[src/rtl/vtp_pkg.sv]
// vtp_pkg: shared types and constants of the vertex trigger primitive engine
// no dependencies; used by the interfaces and every module in rtl but vtp_divider
package vtp_pkg;

    localparam int SMP_W   = 14;
    localparam logic [SMP_W-1:0] SMP_MAX = 14'h3fff;
    localparam int ADC_DEPTH  = 1024;
    localparam int SLEW_DEPTH = 4096;

    localparam logic [1:0] REQ_SAMPLE   = 2'd0;
    localparam logic [1:0] REQ_ADC_WR   = 2'd1;
    localparam logic [1:0] REQ_SLEW_WR  = 2'd2;

    localparam logic [2:0] CFG_HIT_LOW  = 3'd0;
    localparam logic [2:0] CFG_HIT_HIGH = 3'd1;
    localparam logic [2:0] CFG_WIN_NAR  = 3'd2;
    localparam logic [2:0] CFG_WIN_MID  = 3'd3;
    localparam logic [2:0] CFG_WIN_WIDE = 3'd4;
    localparam logic [2:0] CFG_SPE      = 3'd5;
    localparam logic [2:0] CFG_DELAY    = 3'd6;

    typedef struct packed {
        logic [1:0]  req_type;
        logic [6:0]  pair_index;
        logic [5:0]  sample_index;
        logic [15:0] time_sample;
        logic [15:0] charge_sample;
        logic [11:0] table_address;
        logic [9:0]  table_data;
    } t_in_item;

    typedef struct packed {
        logic [6:0]  hits_north;
        logic [6:0]  hits_south;
        logic [14:0] time_sum_north;
        logic [14:0] time_sum_south;
        logic [14:0] time_avg_north;
        logic [14:0] time_avg_south;
        logic [7:0]  time_rem_north;
        logic [7:0]  time_rem_south;
        logic [8:0]  vertex_diff;
        logic [9:0]  vertex_sum;
        logic [9:0]  trigger_bits;
        logic [5:0]  slice_index;
    } t_out_item;

    typedef struct packed {
        logic [6:0] hit_low;
        logic [6:0] hit_high;
        logic [8:0] win_narrow;
        logic [8:0] win_middle;
        logic [8:0] win_wide;
        logic [5:0] samples_per_event;
        logic [2:0] delay;
    } t_cfg;

    typedef enum logic [1:0] {
        K_SAMPLE,
        K_ADC_WR,
        K_SLEW_WR
    } t_kind;

    typedef struct packed {
        t_kind            kind;
        logic [6:0]       pair;
        logic [5:0]       smp;
        logic [SMP_W-1:0] tval;
        logic [SMP_W-1:0] qval;
        logic [11:0]      addr;
        logic [9:0]       data;
        logic             smp_valid;
        logic             last;
        logic             north;
    } t_cmd;

    typedef enum logic [2:0] {
        S_CLR,
        S_IDLE,
        S_DIFF,
        S_SLEW,
        S_ACC,
        S_DIV,
        S_OUT
    } t_state;

endpackage

[src/rtl/vtp_ifs.sv]
// vtp_in_if / vtp_out_if: valid-ready channels carrying input and result beats
// depends on vtp_pkg
interface vtp_in_if;
    import vtp_pkg::*;
    logic     valid;
    logic     ready;
    t_in_item item;
    modport source (output valid, output item, input ready);
    modport sink   (input valid, input item, output ready);
endinterface


[src/rtl/vtp_queue.sv]
// vtp_queue: two-entry command queue between front and back
// depends on vtp_pkg
module vtp_queue (
    input  logic          i_clk,
    input  logic          i_rst_n,
    input  logic          i_push,
    input  vtp_pkg::t_cmd i_cmd,
    output logic          o_full,
    input  logic          i_pop,
    output logic          o_valid,
    output vtp_pkg::t_cmd o_cmd
);
    import vtp_pkg::*;

    t_cmd       r_mem [2];
    logic       r_wp, r_rp;
    logic [1:0] r_cnt;

    assign o_full  = (r_cnt == 2'd2);
    assign o_valid = (r_cnt != 2'd0);
    assign o_cmd   = r_mem[r_rp];

    always_ff @(posedge i_clk) begin
        if (i_push) begin
            r_mem[r_wp] <= i_cmd;
        end
    end

    always_ff @(posedge i_clk) begin
        if (!i_rst_n) begin
            r_wp  <= 1'b0;
            r_rp  <= 1'b0;
            r_cnt <= 2'd0;
        end else begin
            if (i_push) begin
                r_wp <= ~r_wp;
            end
            if (i_pop) begin
                r_rp <= ~r_rp;
            end
            r_cnt <= r_cnt + 2'(i_push) - 2'(i_pop);
        end
    end
endmodule

[src/rtl/vtp_front.sv]
// vtp_front: accepts input beats, drops unused ones, clamps and classifies samples
// depends on vtp_pkg and vtp_queue
module vtp_front #(
    parameter int NUM_PAIRS = 128
) (
    input  logic          i_clk,
    input  logic          i_rst_n,
    vtp_in_if.sink        i_in,
    input  vtp_pkg::t_cfg i_cfg,
    input  logic          i_clr_busy,
    input  logic          i_pop,
    output logic          o_valid,
    output vtp_pkg::t_cmd o_cmd
);
    import vtp_pkg::*;

    t_cmd       cmd;
    logic       keep;
    logic       full;
    logic       accept;
    logic [6:0] smp_p1;

    function automatic logic [SMP_W-1:0] clamp14(input logic [15:0] v);
        return (v > 16'(SMP_MAX)) ? SMP_MAX : v[SMP_W-1:0];
    endfunction

    assign i_in.ready = !full && !i_clr_busy;
    assign accept     = i_in.valid && i_in.ready;
    assign smp_p1     = {1'b0, i_in.item.sample_index} + 7'd1;

    always_comb begin
        cmd           = '0;
        cmd.pair      = i_in.item.pair_index;
        cmd.smp       = i_in.item.sample_index;
        cmd.tval      = clamp14(i_in.item.time_sample);
        cmd.qval      = clamp14(i_in.item.charge_sample);
        cmd.addr      = i_in.item.table_address;
        cmd.data      = i_in.item.table_data;
        cmd.smp_valid = (i_in.item.sample_index >= 6'(i_cfg.delay))
                        && (smp_p1 < {1'b0, i_cfg.samples_per_event});
        cmd.last      = ({1'b0, i_in.item.pair_index} == 8'(NUM_PAIRS - 1));
        cmd.north     = ({1'b0, i_in.item.pair_index} < 8'(NUM_PAIRS / 2));
        keep          = 1'b0;
        cmd.kind      = K_SAMPLE;
        unique case (i_in.item.req_type)
            REQ_SAMPLE: begin
                keep     = ({1'b0, i_in.item.pair_index} < 8'(NUM_PAIRS));
                cmd.kind = K_SAMPLE;
            end
            REQ_ADC_WR: begin
                keep     = 1'b1;
                cmd.kind = K_ADC_WR;
            end
            REQ_SLEW_WR: begin
                keep     = 1'b1;
                cmd.kind = K_SLEW_WR;
            end
            default: keep = 1'b0;
        endcase
    end

    vtp_queue u_queue (
        .i_clk   (i_clk),
        .i_rst_n (i_rst_n),
        .i_push  (accept && keep),
        .i_cmd   (cmd),
        .o_full  (full),
        .i_pop   (i_pop),
        .o_valid (o_valid),
        .o_cmd   (o_cmd)
    );
endmodule

[src/flat_wrapper.sv]
// flat-port wrapper written by rule: the top's interface ports become plain ports
module vtp_front_flat import vtp_pkg::*;
#(
    parameter int NUM_PAIRS = 128
)
  (i_clk, i_rst_n, i_cfg, i_clr_busy, i_pop, o_valid, o_cmd, i_in_valid, i_in_item, i_in_ready);
  vtp_in_if i_in_i ();
  input  logic i_clk;
  input  logic i_rst_n;
  input  vtp_pkg::t_cfg i_cfg;
  input  logic i_clr_busy;
  input  logic i_pop;
  output logic o_valid;
  output vtp_pkg::t_cmd o_cmd;
  input wire logic [$bits(i_in_i.valid)-1:0] i_in_valid;
  input wire logic [$bits(i_in_i.item)-1:0] i_in_item;
  output wire logic [$bits(i_in_i.ready)-1:0] i_in_ready;
  assign i_in_i.valid = i_in_valid;
  assign i_in_i.item = i_in_item;
  assign i_in_ready = i_in_i.ready;
  vtp_front #(.NUM_PAIRS(NUM_PAIRS)) u_core (.i_clk(i_clk), .i_rst_n(i_rst_n), .i_in(i_in_i), .i_cfg(i_cfg), .i_clr_busy(i_clr_busy), .i_pop(i_pop), .o_valid(o_valid), .o_cmd(o_cmd));
endmodule
[config.mk]
export PLATFORM = sky130hd
export DESIGN_NAME = vtp_front_flat
export DESIGN_NICKNAME = d
export VERILOG_FILES = /design/src/rtl/vtp_pkg.sv /design/src/rtl/vtp_ifs.sv /design/src/rtl/vtp_queue.sv /design/src/rtl/vtp_front.sv /design/src/flat_wrapper.sv
export SDC_FILE = /design/constraint.sdc
export NUM_CORES = 1
export LEC_CHECK = 0
export ABC_CLOCK_PERIOD_IN_PS = 3340
export BUFFER_PORTS_ARGS = -buffer_cell sky130_fd_sc_hd__buf_4
export CORE_ASPECT_RATIO = 1.1
export CORE_MARGIN = 2
export CORE_UTILIZATION = 35
export CTS_CLUSTER_DIAMETER = 40
export DETAILED_ROUTE_END_ITERATION = 12
export HOLD_SLACK_MARGIN = 0.05
export PLACE_DENSITY_LB_ADDON = 0.2
export SETUP_SLACK_MARGIN = 0.4
export SLEW_MARGIN = 5
export SYNTH_ARGS = -nofsm -noshare
export SYNTH_HDL_FRONTEND = slang
export SYNTH_SLANG_ARGS = --single-unit
[constraint.sdc]
create_clock -name i_clk -period 3.34 [get_ports i_clk]
set_clock_uncertainty 0.2 [all_clocks]
set_input_delay 0.501 -clock i_clk [delete_from_list [all_inputs] [get_ports i_clk]]
set_output_delay 0.501 -clock i_clk [all_outputs]
set_load 0.1 [all_outputs]
==> qor.yml, run 1 <==
drt:
  wl_per_cell_um: 16.17
  route.detailed.drc: 0
  drtIter0Drc: 126
  vias: 3233
  first_pass_iters: 4
  wirelength_mm: 11.14
  ant_nets: 0
  via_per_inst: 4.692
min_path:
  hp-class: "input port to flop"
  whs_path_depth: 1
  worstHoldStart: "i_in_item[12]"
  min_to: "u_core.u_queue.r_mem[0][15]"
final_layout:
  antennaDiodeCount: 0
  nets: 611
  drive_gt1_share_pct: 52.76
  area_delta_synth_final_pct: 35.15
clocking:
  cts_sinks: 141
  cts-root-buf: "clkbuf_16"
  htree_num_levels: 4
  cts_buffer_depth: 2
  cts_tree: "done"
  path_clk_slew_ns: 0.06
  clkLatencyLatePin_ns: 0.41
  holdBufCountCts: 0
  cts_setup_buffers: 0
  cts-resized-gates: 0
  cts_made_buffers: 17
critical_path:
  cp.arrival_ns: 2.02
  crit_family: "flip-flops"
  crit_path_end_kind: "output port"
  cpMaxStageDelayCell: "dfxtp_4"
  worstReg2RegStart: "u_core.u_queue.r_cnt[0]"
  r2r_slack_ns: 1.25
  worst-path-max-fanout: 35
  crit_type: "flop to output port"
  start_kind: "flop"
  critPathMaxStageDelay_ns: 0.69
  reg2reg_depth: 4
  critical_path.most_common_cell: "buf_4"
  path_buf_inv: 2
  cp_cell_sequence: "buf_4, mux2_2, buf_4"
  rr_endpoint: "u_core.u_queue.r_mem[1][29]"
  cp.required_ns: 2.64
synthesis:
  ys.flop_type: "edfxtp_1"
  synth_adder_area_share_pct: 2.433
  synth.distinct_cells: 32
  ys_ff_latch: 141
  syn_nets: 446
  muxShareOfSynthArea_pct: 13.54
  yosys.area_share.simple_pct: 5.154
  synth_edf_count: 136
  async_flop_share_pct: 0
  netlist_area_mm2: 0.005657
  synth_compound_area_share_pct: 1.725
  postSynthCellCount: 311
  synth_area_per_cell_um2: 18.19
  yosysWarnings: 0
  synth_xor_area_share_pct: 1.084
  ys_seq_area_share_pct: 73.97
  synth_top_family_by_area: "multiplexers"
placed_design:
  port_buffers: 152
  place_congestion: 0.7594
  dp_hpwl_mm: 7.436
global_route:
  grt_start_max_net_pins: 49
  grt_antenna_before_repair: 0
  grt_pass1_wl_mm: 17.29
  overflow: 0
  grt_pass1_vias: 3482
  grt_usage_pct: 13.22
die:
  die_x_um: 125.2
  core_area_mm2: 0.01574
  io_pins: 194
  die_h_um: 137.3
  num_rows: 48
  initial_core_util_pct: 35.95
  dieArea_mm2: 0.01720
timing:
  rsz0062_at_grt: "no"
  slew_headroom_pct: 61.12
  period_needed_ns: 2.722
  setup_violations: 0
  hold_violations: 0
  maxSlewViolCount: 0
  setup-tns-final_ns: 0
  max_freq_mhz: 367.4
  post-route-period-util_pct: 81.50
  worstMarginPinSlew_ns: 0.5833
power_and_ir_drop:
  leakage_nw: 2.841
  power.total_mw: 4.953
  power_density_mw_per_mm2: 647.8
  ir_worst_vdd_mv: 0.3759
run_status:
  status: "finished, final reports clean"
flow_run:
  cap_viol_max_count: 0
[final cells by class]
class | instances | area [um2]
clock inverter | 14 | 150.1
clock buffer | 18 | 429.2
fill | 1409 | 8090
timing repair buffer | 158 | 1224
multi-input combinational | 146 | 1359
sequential | 141 | 4188
inverter | 12 | 45.04
tap | 200 | 250.2
[per-layer routing]
layer  up-vias  wire length [um]  track usage (%)
li1       1528                 -                -
met1      1582              4845            16.09
met2       109              5421            21.14
met3        14               707            4.738
met4         0               169            6.296
met5         -                 0                0
[power breakdown]
group / leakage [nW] / internal (mW) / total [mW] / switching (mW)
Combinational: 1.31 / 0.291 / 1.06 / 0.773
Clock: 0.284 / 1.16 / 1.83 / 0.675
Sequential: 1.25 / 2.02 / 2.05 / 0.0364
Total: 2.84 / 3.47 / 4.95 / 1.48
[worst max path at each step]
stage                                        to  slack (ns)  depth (start not counted)
floorplan                            i_in_ready        0.68                          1
global placement     u_core.u_queue.r_mem[1][8]        0.89                          5
detailed placement  u_core.u_queue.r_mem[1][16]        0.88                          5
CTS                                   o_cmd[45]        0.54                          3
global route                          o_cmd[47]        0.48                          3
finish                                o_cmd[47]        0.62                          3
[cell usage in the layout, fill, tap and decap left out, drive strengths merged, types with 2 or more instances in the layout]
cell	count
ha	11
nand2	2
nand3	3
buf	158
bufinv	3
nor2b	2
and2	5
or3	28
and2b	2
a21oi	2
mux2	68
dfxtp	5
xnor2	4
clkinv	9
clkbuf	18
a211oi	2
xor2	3
and3	2
edfxtp	136
inv	13
[registers in the layout (all words and copies together), names as in the netlist, named ones only]
signal and count:
u_core.u_queue.r_rp 1, u_core.u_queue.r_mem 136, u_core.u_queue.r_cnt 2, u_core.u_queue.r_wp 1
[cells by family after synthesis]
family                     after synthesis
AOI/OAI and AO/OA                       12
xor gates and xnor gates                 7
adders and majority gates               11
buffers and inverters                   24
DFF                                    141
muxes                                   68
and+or+nand+nor                         48
[stage by stage]
stage               area, um2  util, %  worst slack [ns]  cells  hold WS (ns)
global placement         7066    44.90            0.8932    657        0.3593
global route             7645    48.58            0.4803    689       0.05074
finish                   7645    48.58            0.6179    689       0.07452
detailed placement       7066    44.90            0.8827    657        0.3631
floorplan                5659        -            0.6771    311        0.3506
CTS                      7645    48.58            0.5448    689       0.05026
[cell usage after synthesis, drive strengths merged, types with 3 or more instances]
| library cell | count | area [um2] |
|---|---|---|
| edfxtp | 136 | 4084 |
| mux2 | 68 | 765.7 |
| or3 | 28 | 175.2 |
| inv | 12 | 45.04 |
| ha | 11 | 137.6 |
| buf | 8 | 58.80 |
| and2 | 5 | 31.28 |
| dfxtp | 5 | 100.1 |
| clkbuf | 4 | 15.01 |
| xnor2 | 4 | 35.03 |
| nand3 | 3 | 15.01 |
| xor2 | 3 | 26.28 |
Power figures use the tool's default switching activity.
==> run 2: changes to the inputs <==
Settings changed: ABC_CLOCK_PERIOD_IN_PS 3340 to 2600.
Clock period 3.34 ns to 2.6 ns, I/O delays scaled along.
==> qor.yml, run 2 (synthesis results as in run 1) <==
final_layout:
  fin_cells: 738  # +7.1%
  fillers: 1238  # -12%
  largest_reg_flops: 136  # unchanged
  final_common_cell: "edfxtp_1"
  nets: 661  # +8.2%
  top_register: "u_core.u_queue.r_mem"
  drive_gt1_share_pct: 50.74  # -2.0 points
  final_cell_mix: "136 x edfxtp_1, 87 x buf_4, 43 x mux2_2"
  antennaDiodeCount: 0  # unchanged
  biggestRegsByFlops: "u_core.u_queue.r_mem (136), u_core.u_queue.r_cnt (2)"
  area_delta_synth_final_pct: 58.17
die:
  dieArea_mm2: 0.01720  # unchanged
  num_rows: 48  # unchanged
  initial_core_util_pct: 35.95  # unchanged
  die_x_um: 125.2  # unchanged
  core_area_mm2: 0.01574  # unchanged
  io_pins: 194  # unchanged
  die_h_um: 137.3  # unchanged
drt:
  route.detailed.drc: 0  # unchanged
  ant_nets: 0  # unchanged
  wirelength_mm: 13.04  # +17%
  drtIter0Drc: 182  # +44%
  wl_per_cell_um: 17.67  # +9.2%
  vias: 3491  # +8.0%
  via_per_inst: 4.730  # +0.81%
  first_pass_iters: 6  # +2
critical_path:
  cp.arrival_ns: 1.63  # -0.39 ns
  cp_cell_sequence: "buf_12, clkbuf_16, mux2_2, buf_6"
  cp.required_ns: 2.01  # -0.63 ns
  crit_path_end_kind: "output port"
  start_kind: "flop"
  cpMaxStageDelayCell: "dfxtp_4"
  crit_type: "flop to output port"
  critPathMaxStageDelay_ns: 0.36  # -0.33 ns
  worst-path-max-fanout: 8  # -77%
timing:
  setup-tns-final_ns: 0  # unchanged
  setup_ws_ns: 0.3830  # -0.2349 ns
  setup_violations: 0  # unchanged
  period_needed_ns: 2.217
  slew_headroom_pct: 69.57  # +8.5 points
  worstMarginPinSlew_ns: 0.4564  # -0.1269 ns
  rsz0062_at_grt: "yes"
  post-route-period-util_pct: 85.27
  maxSlewViolCount: 0  # unchanged
  hold_violations: 0  # unchanged
  max_freq_mhz: 451.1
clocking:
  clkLatencyLatePin_ns: 0.40  # about the same
  cts_buffer_depth: 2  # unchanged
  path_clk_slew_ns: 0.06  # about the same
  cts-root-buf: "clkbuf_16"
  htree_num_levels: 4  # unchanged
  cts_sinks: 141  # unchanged
  cts_made_buffers: 17  # unchanged
  cts_tree: "done"
placed_design:
  dp_cells: 656  # -0.15%
  dp_hpwl_mm: 7.097  # -4.6%
  dp_slack_ns: 0.3604  # -0.5223 ns
  port_buffers: 152  # unchanged
  place_congestion: 0.7609  # +0.20%
power_and_ir_drop:
  ir_worst_vdd_mv: 0.3955  # +5.2%
  leakage_nw: 3.422  # +20%
  power_density_mw_per_mm2: 754.4  # +16%
run_status:
  status: "finished, final reports clean"
global_route:
  grt_start_max_net_pins: 69  # +41%
  grt_antenna_before_repair: 0  # unchanged
  overflow: 0  # unchanged
  grt_pass1_vias: 3528  # +1.3%
  grt_pass1_wl_mm: 17.74  # +2.6%
  grt_usage_pct: 13.47  # +0.26 points
flow_run:
  cap_viol_max_count: 0  # unchanged
min_path:
  hp-class: "input port to flop"
==> run 2: changes by cell type in the layout (fill, tap and decap cells not counted), sizes merged <==
cell	change
dlygate4sd3	+39
buf	+6
clkbuf	+4
clkinv	-1
clkinvlp	+1
dlymetal6s4s	+1
inv	-1
==> run 2: repair_timing <==
| action | 4_1_cts | 5_1_grt |
|---|---|---|
| pin swaps | 0 | 3 |
| hold buffers | 40 | 0 |
| endpoints found under the setup margin | 67 | 69 |
| setup buffers | 0 | 3 |
| hold endpoints to repair | 83 | 0 |
| gates cloned | 1 | 7 |
| gates resized for setup | 2 | 179 |
==> run 2: per-stage QoR <==
stage                     cell area (um2)  total power, mW  hold slack (ns)  util, %
after global placement               7049            4.050           0.3654    44.80
after floorplan                      5665            3.722           0.2889        -
after CTS                            8064            6.510          0.05014    51.25
after global routing                 8947            6.982          0.05756    56.86
final                                8947            6.750          0.07172    56.86
after detailed placement             7049            4.063           0.3759    44.80
==> run 2: report_power, final <==
part / internal [mW] / switching, mW / total (mW) / leakage, nW
registers: 2.59 / 0.0277 / 2.62 / 1.25
logic: 0.658 / 1.11 / 1.77 / 1.89
clock network: 1.49 / 0.873 / 2.36 / 0.280
==> run 2: critical path, delay by kind of cell, from the launching register on <==
kind | cells | cell delay [ns]
multiplexers | 1 | 0.35
flip-flops | 1 | 0.36
buffers and inverters | 3 | 0.51
==> run 2: area by class of cell <==
| class | instances | area [um2] | share of cell area [%] |
|---|---|---|---|
| flip-flops and latches | 141 | 4188 | 46.80 |
| repair buffers | 208 | 2414 | 26.98 |
| multi-input cells | 146 | 1471 | 16.45 |
| clock buffers | 18 | 429.2 | 4.797 |
| well taps | 200 | 250.2 | 2.797 |
| clock inverters | 13 | 150.1 | 1.678 |
| inverters | 12 | 45.04 | 0.5034 |
==> run 2: final timing paths <==
| check | startpoint | to | slack (ns) | cells after the start |
|---|---|---|---|---|
| max | flop | o_cmd[23] | 0.38 | 4 |
| min reg2reg | u_core.u_queue.r_rp | flop | 0.38 | 2 |
| min | i_in_item[48] | u_core.u_queue.r_mem[1][49] | 0.07 | 2 |
| max reg2reg | u_core.u_queue.r_cnt[0] | u_core.u_queue.r_mem[0][8] | 0.67 | 4 |
==> run 2: metal layers <==
metal / share of wire, % / vias to the layer above / global-route usage (%)
li1: - / 1632 / -
met1: 43 / 1729 / 16.51
met2: 50 / 119 / 22.40
met3: 6.0 / 11 / 4.893
met4: 0.95 / 0 / 4.321
met5: 0 / - / 0
